**src/hw/rtl/tcsg_pkg.sv**
```systemverilog
// shared types, constants and color table of the text-mode scan-line generator
`default_nettype none

package tcsg_pkg;

  localparam int FONT_MAP_BYTES = 8192;
  localparam int FONT_AW        = $clog2(FONT_MAP_BYTES);
  localparam int FONT_DEPTH     = 2 * FONT_MAP_BYTES;
  localparam int PAL_DEPTH      = 256;
  localparam int SLOT_DEPTH     = 16;
  localparam int COLOR_W        = 24;
  localparam int QUEUE_DEPTH    = 4;
  localparam int QUEUE_AW       = $clog2(QUEUE_DEPTH);
  localparam int TOTAL_W        = 5;

  localparam logic [3:0] MAX_CELL_WIDTH = 4'd9;
  localparam logic [2:0] GFX_CODE_TOP   = 3'b110;

  typedef enum logic [1:0] {
    CMD_RENDER   = 2'd0,
    CMD_WR_FONT  = 2'd1,
    CMD_WR_COLOR = 2'd2,
    CMD_WR_SLOT  = 2'd3
  } cmd_t;

  typedef enum logic [2:0] {
    REG_CELL_WIDTH   = 3'd0,
    REG_CHAR_HEIGHT  = 3'd1,
    REG_BLINK_ENABLE = 3'd2,
    REG_MAP_SELECT   = 3'd3,
    REG_LINE_GFX     = 3'd4,
    REG_DOUBLE_DOT   = 3'd5,
    REG_CURSOR_START = 3'd6,
    REG_CURSOR_END   = 3'd7
  } reg_idx_t;

  typedef struct packed {
    logic [3:0] cell_width;
    logic [5:0] char_height;
    logic       blink_enable;
    logic       map_select_enable;
    logic       gfx_extend;
    logic       dot_twice;
    logic [4:0] cursor_start;
    logic [4:0] cursor_end;
  } cfg_t;

  // one resolved cell scan line, ready to be serialized
  typedef struct packed {
    logic [COLOR_W-1:0] fg;
    logic [COLOR_W-1:0] bg;
    logic [8:0]         row;
    logic               mask;
    logic               dbl;
    logic [TOTAL_W-1:0] total;
  } line_t;

  function automatic logic [COLOR_W-1:0] std_color(input logic [7:0] idx);
    logic [COLOR_W-1:0] c;
    case (idx[3:0])
      4'd0:    c = 24'h000000;
      4'd1:    c = 24'h0000AA;
      4'd2:    c = 24'h00AA00;
      4'd3:    c = 24'h00AAAA;
      4'd4:    c = 24'hAA0000;
      4'd5:    c = 24'hAA00AA;
      4'd6:    c = 24'hAA5500;
      4'd7:    c = 24'hAAAAAA;
      4'd8:    c = 24'h555555;
      4'd9:    c = 24'h5555FF;
      4'd10:   c = 24'h55FF55;
      4'd11:   c = 24'h55FFFF;
      4'd12:   c = 24'hFF5555;
      4'd13:   c = 24'hFF55FF;
      4'd14:   c = 24'hFFFF55;
      default: c = 24'hFFFFFF;
    endcase
    if (idx[7:4] != 4'd0) begin
      c = '0;
    end
    return c;
  endfunction

endpackage

`default_nettype wire

```
**src/hw/rtl/tcsg_queue.sv**
```systemverilog
// short queue of resolved scan lines between front and back
`default_nettype none

module tcsg_queue (
  input  wire logic                        clk,
  input  wire logic                        rst,
  input  wire logic                        push,
  input  wire tcsg_pkg::line_t             push_data,
  input  wire logic                        pop,
  output tcsg_pkg::line_t                  head,
  output logic                             empty,
  output logic [tcsg_pkg::QUEUE_AW:0]      count
);

  localparam int QW = tcsg_pkg::QUEUE_AW;

  tcsg_pkg::line_t slots [tcsg_pkg::QUEUE_DEPTH];
  logic [QW-1:0]   wptr, rptr;

  assign head  = slots[rptr];
  assign empty = (count == '0);

  always_ff @(posedge clk) begin
    if (rst) begin
      wptr  <= '0;
      rptr  <= '0;
      count <= '0;
    end else begin
      if (push) begin
        wptr <= wptr + 1'b1;
      end
      if (pop) begin
        rptr <= rptr + 1'b1;
      end
      count <= count + (QW+1)'(push) - (QW+1)'(pop);
    end
    if (push) begin
      slots[wptr] <= push_data;
    end
  end

endmodule

`default_nettype wire

```
**config.mk**
```make
export PLATFORM = sky130hd
export DESIGN_NAME = tcsg_queue
export DESIGN_NICKNAME = d
export VERILOG_FILES = /design/src/hw/rtl/tcsg_pkg.sv /design/src/hw/rtl/tcsg_queue.sv
export SDC_FILE = /design/constraint.sdc
export NUM_CORES = 1
export LEC_CHECK = 0
export ABC_AREA = 1
export BUFFER_PORTS_ARGS = -buffer_cell sky130_fd_sc_hd__buf_2
export CORE_ASPECT_RATIO = 1.5
export CORE_MARGIN = 4
export CORE_UTILIZATION = 25
export CTS_BUF_LIST = sky130_fd_sc_hd__clkbuf_4
export DETAILED_ROUTE_END_ITERATION = 8
export PLACE_DENSITY_LB_ADDON = 0.05
export SYNTH_ARGS = -nofsm -noshare
export SYNTH_HDL_FRONTEND = slang
export SYNTH_SLANG_ARGS = --single-unit
```
**constraint.sdc**
```tcl
create_clock -name clk -period 4.54 [get_ports clk]
set_clock_uncertainty 0.15 [all_clocks]
set_input_delay 0.681 -clock clk [delete_from_list [all_inputs] [get_ports clk]]
set_output_delay 0.681 -clock clk [all_outputs]
set_load 0.01 [all_outputs]
```
==> out/qor.csv <==
stage,metric,value,unit
clock_tree,CTS tree,yes,
layout,area delta synth->final,27.5,%
timing,RSZ-0062 raised after global routing,false,
timing,period utilisation layout,75.3,%
placement,hpwl dp,14400,um
pwr,Pleak,5.21,nW
worst_setup_path,crit-path max FO,89,
worst_setup_path,crit path launch type,flop,
pwr,"Power, Total",0.00548,W
yosys,Mapped Cells,801,
routing,drt pass-1 iters,4,
routing,initial DRC count,349,
job,Max Cap Viol,0,
floorplan,die area,45100,um^2
yosys,post-synthesis instance area,10400,um^2
layout,"commonest non-fill, non-tap cell in the layout",edfxtp_1,
clock_tree,CTS H-tree depth,3,
clock_tree,clk sink count,265,
yosys,Synth cell types,17,
yosys,"Net Count, Synth",876,
worst_setup_path,r2r worst-path depth,5,
worst_setup_path,CP Class,reg2out,
floorplan,initial core utilization,25.3,%
pwr,sw power,0.00136,W
worst_setup_path,Critical Path End Type,primary output,
pwr,Seq pwr share,51.8,%
run_status,status,finished clean,
pwr,Gate power share,10.2,%
worst_setup_path,CP max stage cell,dfxtp_4,
floorplan,core area,41200,um^2
routing,vias post-DR,6667,
yosys,syn_area_per_cell,13.0,um^2
worst_setup_path,worst-path cell chain,buf_4 > nand2_1 > o211ai_1 > nand2_1 > buf_2,
clock_tree,worst skew pair latency,690,ps
layout,final core occ,32.3,%
grt,total track usage,11.3,%
clock_tree,clock tree buffer depth,3,
placement,Port-buffer cells,135,
timing,final hold vios,0,
layout,layout filler cell count,4294,
timing,Least-Margin Pin Slew,937,ps
clock_tree,CTS Buf Count,73,
grt,first-pass GRT wire length,39100,um
yosys,Yosys warnings,0,
timing,"Min Clock Period, post-route",3420,ps
floorplan,die height,258,um
timing,Relative slew margins,37.5,%
pwr,pwr dens,413,nW/um^2
timing,final setup fails,0,
grt,initial antenna violation count,2,
grt,vias in the first global route,6923,
pwr,Internal Power,0.00412,W
layout,share of layout cells above drive strength 1,24.7,%
floorplan,width of the die,175,um
pwr,Max IR drop VDD,0.140,mV
layout,# nets final,1122,
clock_tree,root buffer cell,clkbuf_4,
clock_tree,Post-CTS Setup Inserts,0,
worst_setup_path,Buf/Inv on CP,2,
routing,DRC,0,
worst_setup_path,CP peak stage delay,940,ps
yosys,sequential area share after synthesis,75.4,%
placement,Area after DPL,11700,um^2
floorplan,Top Ports,136,
min_path,hold depth,1,
worst_setup_path,Crit path depth,5,
placement,GP Congestion,0.646,
pwr,switch share,24.9,%
routing,routed wire length,25300,um
routing,vias per inst,4.02,
floorplan,row count,91,
timing,Peak Freq,293,MHz
grt,Overflow after GRT,0,
min_path,Hold WC Path Type,in2reg,
layout,most frequent cells in the layout,"edfxtp_1 (256), inv_1 (140), nand2_1 (136)",
timing,"Slew Viols, Final",0,
routing,drt wl/cell,15.3,um
worst_setup_path,CP Data Arrival Time,2590,ps
routing,remaining antenna violation count,0,
pwr,clock network power share,38.0,%
grt,largest net degree at the start of global routing,129,
worst_setup_path,"CP delay by family, top",flip-flops,
worst_setup_path,Crit path top cell by count,nand2_1,
clock_tree,clock slew at reported path FFs,60,ps
yosys,#FFs+latches synth,265,
worst_setup_path,CP required,3710,ps
layout,Final Cell Area,13300,um^2
timing,setup_tns,0,ps
power by group through the flow:
stage / logic [W] / registers (W) / clock network (W)
after floorplan: 0.000297 / 0.00288 / 0
after global placement: 0.000543 / 0.00289 / 0
after detailed placement: 0.000542 / 0.00289 / 0
after CTS: 0.000588 / 0.00284 / 0.00222
after global routing: 0.000640 / 0.00285 / 0.00235
final: 0.000560 / 0.00284 / 0.00208
worst register-to-register path: cells and delay by family, from the launching register on:
kind / cells / cell delay, ps
fa+ha+maj: 1 / 160
flops: 1 / 330
buf+inv: 3 / 1140
simple gates: 1 / 60
flip-flops by register name, indices dropped and copies added, names as in the netlist, named ones only:
| signal | flops |
|---|---|
| rptr | 2 |
| count | 3 |
| wptr | 2 |
| slots | 256 |
repair_timing:
item                       4_1_cts  5_1_grt
hold endpoints to repair       248        0
resized for setup                0        0
setup endpoints to repair        0        0
hold buffers                    65        0
synth_stat cells:
master / number / area [um^2]
nor3_1: 1 / 5.00
buf_2: 34 / 170
o21ai_0: 54 / 270
o21ai_1: 14 / 70.1
edfxtp_1: 256 / 7690
dfxtp_1: 9 / 180
fa_1: 1 / 20.0
buf_1: 1 / 3.75
a21oi_1: 70 / 350
clkbuf_1: 1 / 3.75
ha_1: 6 / 75.1
inv_1: 144 / 541
nor2_1: 3 / 11.3
nand3_1: 1 / 5.00
nand2_1: 136 / 510
buf_4: 6 / 45.0
o211ai_1: 64 / 480
layout make-up:
cell class / count / area [um^2] / share of cell area (%)
sequential: 265 / 7880 / 59.2
multi-input combinational: 350 / 1800 / 13.5
timing repair buffer: 213 / 1490 / 11.2
clock buffer: 112 / 841 / 6.33
tap: 558 / 698 / 5.25
inverter: 144 / 541 / 4.07
clock inverter: 11 / 43.8 / 0.329
antenna: 4 / 10.0 / 0.0753
metal layers:
layer	global-route usage, %	vias to the layer above	share of wire [%]
li1	-	3314	-
met1	12.6	3143	40
met2	19.7	156	52
met3	3.34	54	5.5
met4	5.20	0	2.7
met5	0	-	0
cell families after synthesis:
group,synth area share (%)
and+or+nand+nor,5.10
buffers and inverters,7.32
AOI/OAI and AO/OA,11.2
adders and majority gates,0.912
DFF,75.4
worst paths after layout:
| check | start | end | slack (ps) |
|---|---|---|---|
| max | flop | head[23] | 1120 |
| min | push_data[46] | slots[2][46]$_DFFE_PP_ | 100 |
| max reg2reg | wptr[0]$_SDFFE_PP0P_ | slots[0][2]$_DFFE_PP_ | 2370 |
| min reg2reg | rptr[1]$_SDFFE_PP0P_ | flop | 310 |
through the flow:
stage               setup WS [ps]  hold slack [ps]  cells
floorplan                    2010              286    801
global placement             1800              299   1465
detailed placement           1790              301   1465
CTS                           962             3.97   1653
global route                  784             1.25   1657
finish                       1120              103   1657
Note: power is estimated with default switching activity, not from simulation.
