### src/hw/rtl/tcsg_pkg.sv
// shared types, constants and color table of the text-mode scan-line generator
`default_nettype none

package tcsg_pkg;

  localparam int FONT_MAP_BYTES = 8192;
  localparam int FONT_AW        = $clog2(FONT_MAP_BYTES);
  localparam int FONT_DEPTH     = 2 * FONT_MAP_BYTES;
  localparam int PAL_DEPTH      = 256;
  localparam int SLOT_DEPTH     = 16;
  localparam int COLOR_W        = 24;
  localparam int QUEUE_DEPTH    = 4;
  localparam int QUEUE_AW       = $clog2(QUEUE_DEPTH);
  localparam int TOTAL_W        = 5;

  localparam logic [3:0] MAX_CELL_WIDTH = 4'd9;
  localparam logic [2:0] GFX_CODE_TOP   = 3'b110;

  typedef enum logic [1:0] {
    CMD_RENDER   = 2'd0,
    CMD_WR_FONT  = 2'd1,
    CMD_WR_COLOR = 2'd2,
    CMD_WR_SLOT  = 2'd3
  } cmd_t;

  typedef enum logic [2:0] {
    REG_CELL_WIDTH   = 3'd0,
    REG_CHAR_HEIGHT  = 3'd1,
    REG_BLINK_ENABLE = 3'd2,
    REG_MAP_SELECT   = 3'd3,
    REG_LINE_GFX     = 3'd4,
    REG_DOUBLE_DOT   = 3'd5,
    REG_CURSOR_START = 3'd6,
    REG_CURSOR_END   = 3'd7
  } reg_idx_t;

  typedef struct packed {
    logic [3:0] cell_width;
    logic [5:0] char_height;
    logic       blink_enable;
    logic       map_select_enable;
    logic       gfx_extend;
    logic       dot_twice;
    logic [4:0] cursor_start;
    logic [4:0] cursor_end;
  } cfg_t;

  // one resolved cell scan line, ready to be serialized
  typedef struct packed {
    logic [COLOR_W-1:0] fg;
    logic [COLOR_W-1:0] bg;
    logic [8:0]         row;
    logic               mask;
    logic               dbl;
    logic [TOTAL_W-1:0] total;
  } line_t;

  function automatic logic [COLOR_W-1:0] std_color(input logic [7:0] idx);
    logic [COLOR_W-1:0] c;
    case (idx[3:0])
      4'd0:    c = 24'h000000;
      4'd1:    c = 24'h0000AA;
      4'd2:    c = 24'h00AA00;
      4'd3:    c = 24'h00AAAA;
      4'd4:    c = 24'hAA0000;
      4'd5:    c = 24'hAA00AA;
      4'd6:    c = 24'hAA5500;
      4'd7:    c = 24'hAAAAAA;
      4'd8:    c = 24'h555555;
      4'd9:    c = 24'h5555FF;
      4'd10:   c = 24'h55FF55;
      4'd11:   c = 24'h55FFFF;
      4'd12:   c = 24'hFF5555;
      4'd13:   c = 24'hFF55FF;
      4'd14:   c = 24'hFFFF55;
      default: c = 24'hFFFFFF;
    endcase
    if (idx[7:4] != 4'd0) begin
      c = '0;
    end
    return c;
  endfunction

endpackage

`default_nettype wire

### src/hw/rtl/tcsg_back.sv
// back end: serializes one scan line into pixels through an output register
`default_nettype none

module tcsg_back (
  input  wire logic                           clk,
  input  wire logic                           rst,
  input  wire tcsg_pkg::line_t                head,
  input  wire logic                           empty,
  output logic                                pop,
  output logic                                out_valid,
  input  wire logic                           out_ready,
  output logic [23:0]                         pixel_color,
  output logic                                last_pixel
);

  localparam int CW = tcsg_pkg::COLOR_W;
  localparam int TW = tcsg_pkg::TOTAL_W;

  logic          act;
  logic [CW-1:0] fg, bg;
  logic [8:0]    row;
  logic          mask, dbl, rep;
  logic [TW-1:0] left;

  logic          emit, is_last;
  logic [CW-1:0] color;

  assign emit    = act && (!out_valid || out_ready);
  assign is_last = (left == TW'(1));
  assign color   = (row[8] == mask) ? bg : fg;
  assign pop     = !empty && (!act || (emit && is_last));

  always_ff @(posedge clk) begin
    if (rst) begin
      act       <= 1'b0;
      out_valid <= 1'b0;
    end else begin
      if (emit) begin
        out_valid <= 1'b1;
      end else if (out_ready) begin
        out_valid <= 1'b0;
      end
      if (pop) begin
        act <= 1'b1;
      end else if (emit && is_last) begin
        act <= 1'b0;
      end
    end
    if (emit) begin
      pixel_color <= color;
      last_pixel  <= is_last;
    end
    if (pop) begin
      fg   <= head.fg;
      bg   <= head.bg;
      row  <= head.row;
      mask <= head.mask;
      dbl  <= head.dbl;
      rep  <= 1'b0;
      left <= head.total;
    end else if (emit) begin
      left <= left - 1'b1;
      // second copy of a doubled dot keeps the column
      if (dbl && !rep) begin
        rep <= 1'b1;
      end else begin
        rep <= 1'b0;
        row <= {row[7:0], 1'b0};
      end
    end
  end

endmodule

`default_nettype wire

### config.mk
export PLATFORM = sky130hd
export DESIGN_NAME = tcsg_back
export DESIGN_NICKNAME = d
export VERILOG_FILES = /design/src/hw/rtl/tcsg_pkg.sv /design/src/hw/rtl/tcsg_back.sv
export SDC_FILE = /design/constraint.sdc
export NUM_CORES = 1
export LEC_CHECK = 0
export BUFFER_PORTS_ARGS = -buffer_cell sky130_fd_sc_hd__buf_2
export CORE_MARGIN = 3
export CORE_UTILIZATION = 25
export CTS_BUF_LIST = sky130_fd_sc_hd__clkbuf_4
export DETAILED_ROUTE_END_ITERATION = 6
export GPL_ROUTABILITY_DRIVEN = 0
export SLEW_MARGIN = 20
export SYNTH_ARGS = -nofsm -noshare
export SYNTH_HDL_FRONTEND = slang
export SYNTH_SLANG_ARGS = --single-unit
### constraint.sdc
create_clock -name clk -period 4.72 [get_ports clk]
set_clock_uncertainty 0.15 [all_clocks]
set_input_delay 0.472 -clock clk [delete_from_list [all_inputs] [get_ports clk]]
set_output_delay 0.472 -clock clk [all_outputs]
set_load 0.02 [all_outputs]
==> flow_summary.json <==
{
  "outcome": "completed",
  "required_ns": 4.10,
  "r2r-end": "bg[12]$_DFFE_PP_",
  "cts_max_level": 3,
  "clkSinkCount": 92,
  "drt_pass1_iterations": 4,
  "wl_per_cell_um": 13.3,
  "grt_max_degree": 31,
  "worst_slew_margin_rel_pct": 57.9,
  "syn_to_final_growth_pct": 36.8,
  "dpl_cell_area_mm2": 0.00411,
  "syn_nets": 234,
  "rsz0062_at_grt": "no",
  "rows": 42,
  "cts.clk_slew.worst_paths_ns": 0.14,
  "min_from": "head[40]",
  "cts_buffer_depth": 2,
  "grt_pass1_vias": 1889,
  "ff2ff_path_depth": 7,
  "postRouteAntennaNets": 0,
  "grt-ovfl-total": 0,
  "critPathKind": "reg -> out",
  "final_common_cell": "buf_2",
  "rrSetupSlack_ns": 1.81,
  "cp_cell_sequence": "inv_1 -> ha_1 -> or4b_4 -> clkinv_2 -> a31oi_4 -> inv_2 -> buf_2",
  "arrival_ns": 2.77,
  "syn_avg_cell_area_um2": 20.8,
  "die_w_um": 123,
  "yosysUniqueCellTypes": 24,
  "tns_ns": 0,
  "cts-root-buf": "clkbuf_4",
  "finalHoldViolCount": 0,
  "viasPerCell": 3.85,
  "cp-start-kind": "flip-flop",
  "postCtsResizedCells": 0,
  "grt_antenna_before_repair": 0,
  "async_flop_share_pct": 0,
  "worstSkewPairLatency_ns": 0.45,
  "worstMarginPinSlew_ns": 0.615,
  "nets": 382,
  "drt_iter0_drc": 123,
  "synth-seq-cells": 92,
  "core_region_area_mm2": 0.0133,
  "drc": 0,
  "cp_slowest_stage_delay_ns": 0.59,
  "antennaDiodeCount": 0,
  "regArea_mm2": 0.00273,
  "dieArea_mm2": 0.0151,
  "portBuffers": 94,
  "path_delay_family": "buffers and inverters",
  "num_vias": 1899,
  "r2r-start": "left[1]$_DFFE_PP_",
  "cp_max_fo": 30,
  "grtUsageTotal_pct": 8.92,
  "layout_common_cells": "94 x buf_2, 89 x edfxtp_1, 43 x dlygate4sd3_1, 30 x mux2_2, 9 x clkbuf_4",
  "multi_input_area_um2": 637,
  "setup_violations": 0,
  "maxCapViolations": 0,
  "drive_gt1_share_pct": 49.2,
  "cp.depth": 7,
  "finalPower_mw": 1.67,
  "peakVddDrop_uv": 137,
  "die_height_um": 123,
  "finalCriticalPeriod_ns": 3.39,
  "slowest_stage": "inv_2",
  "fillers": 1282,
  "grt_pass1_wl_mm": 9.74,
  "holdPathStages": 1,
  "yosysWarnings": 0,
  "synthFlopType": "edfxtp_1",
  "fin_util_pct": 35.1,
  "powerDensity_mw_per_mm2": 358,
  "synth_edf_count": 89,
  "whs_endpoint": "fg[0]$_DFFE_PP_",
  "ys_seq_area_share_pct": 80.0,
  "dp_hpwl_mm": 4.44,
  "stdcell_area_mm2": 0.00467,
  "leakagePower_nw": 1.80,
  "cts_tree": "built",
  "worstSetupEndpointType": "output pin",
  "cts_buffers": 9,
  "hp-class": "in -> reg",
  "holdWs_ns": 0.0509,
  "fmax_ghz": 0.295,
  "syn_inst": 164,
  "totalWireLength_mm": 6.57,
  "io_pins": 95,
  "period_share_pct": 71.9,
  "drv_slew": 0,
  "syn_area_mm2": 0.00341,
  "start_util_pct": 25.7,
  "crit_buf_inv": 4
}
state kept, by name, summed over array words and instances (netlist names):
signal,cells
act,1
bg,24
dbl,1
fg,24
last_pixel,1
left,5
mask,1
out_valid,1
pixel_color,24
rep,1
row,9
cell usage after synthesis (2+ instances only):
cell	instances	share of area (%)
inv_1	7	0.77
dfxtp_1	3	1.8
mux2i_1	2	0.59
o21ai_0	3	0.44
buf_2	2	0.29
mux2_2	30	9.9
xor2_1	3	0.77
nor2b_1	2	0.37
mux2_4	6	2.6
edfxtp_1	89	78
nor2_1	3	0.33
ha_1	2	0.73
logic make-up after synthesis:
kind of cell    share of synthesized area [%]
mux                                      13.1
flops                                    80.0
simple gates                             2.09
xor+xnor                                 1.03
buf+inv                                  1.54
compound gates                           1.47
fa+ha+maj                               0.733
timing repair:
action	in CTS	in global routing
hold buffers	39	4
hold endpoints to repair	40	4
setup buffers	0	0
metrics by stage:
stage	worst slack, ns	cells
after floorplan	1.60	164
after global placement	1.80	434
after detailed placement	1.75	434
after CTS	1.19	489
after global routing	1.04	493
final	1.33	493
worst register-to-register path, cell delays in order, from the launching register on:
cell and delay, ns:
edfxtp_1 0.41, inv_1 0.09, ha_1 0.13, or4b_4 0.48
clkinv_2 0.09, a31oi_4 0.26, inv_2 0.59, buf_4 0.41
how the worst max path moves through the flow:
stage                       from  endpoint  slack [ns]
4_1_cts        left[1]$_DFFE_PP_       pop        1.19
3_5_place_dp   left[1]$_DFFE_PP_       pop        1.75
5_1_grt        left[1]$_DFFE_PP_       pop        1.04
2_1_floorplan  left[1]$_DFFE_PP_       pop        1.60
6_report       left[1]$_DFFE_PP_       pop        1.33
3_3_place_gp   left[1]$_DFFE_PP_       pop        1.80
metal layers:
metal / up-vias / share of wire, % / track usage [%]
met1: 896 / 44 / 10.9
met4: 0 / 1.7 / 3.78
met3: 10 / 7.2 / 3.64
li1: 930 / - / -
met5: - / 0 / 0
met2: 63 / 47 / 14.0
area by class of cell:
cell class,count,area share [%]
Sequential cell,92,58.5
Timing Repair Buffer,140,19.8
Multi-Input combinational cell,61,13.6
Tap cell,176,4.71
Inverter,8,0.670
Clock inverter,7,1.26
Clock buffer,9,1.45
report_power, final:
group | leakage [nW] | switching [mW] | internal [mW]
Sequential | 0.877 | 0.0247 | 0.993
Clock | 0.0640 | 0.278 | 0.116
Combinational | 0.863 | 0.126 | 0.133
Total | 1.80 | 0.429 | 1.24
Note: power is estimated with default switching activity, not from simulation.
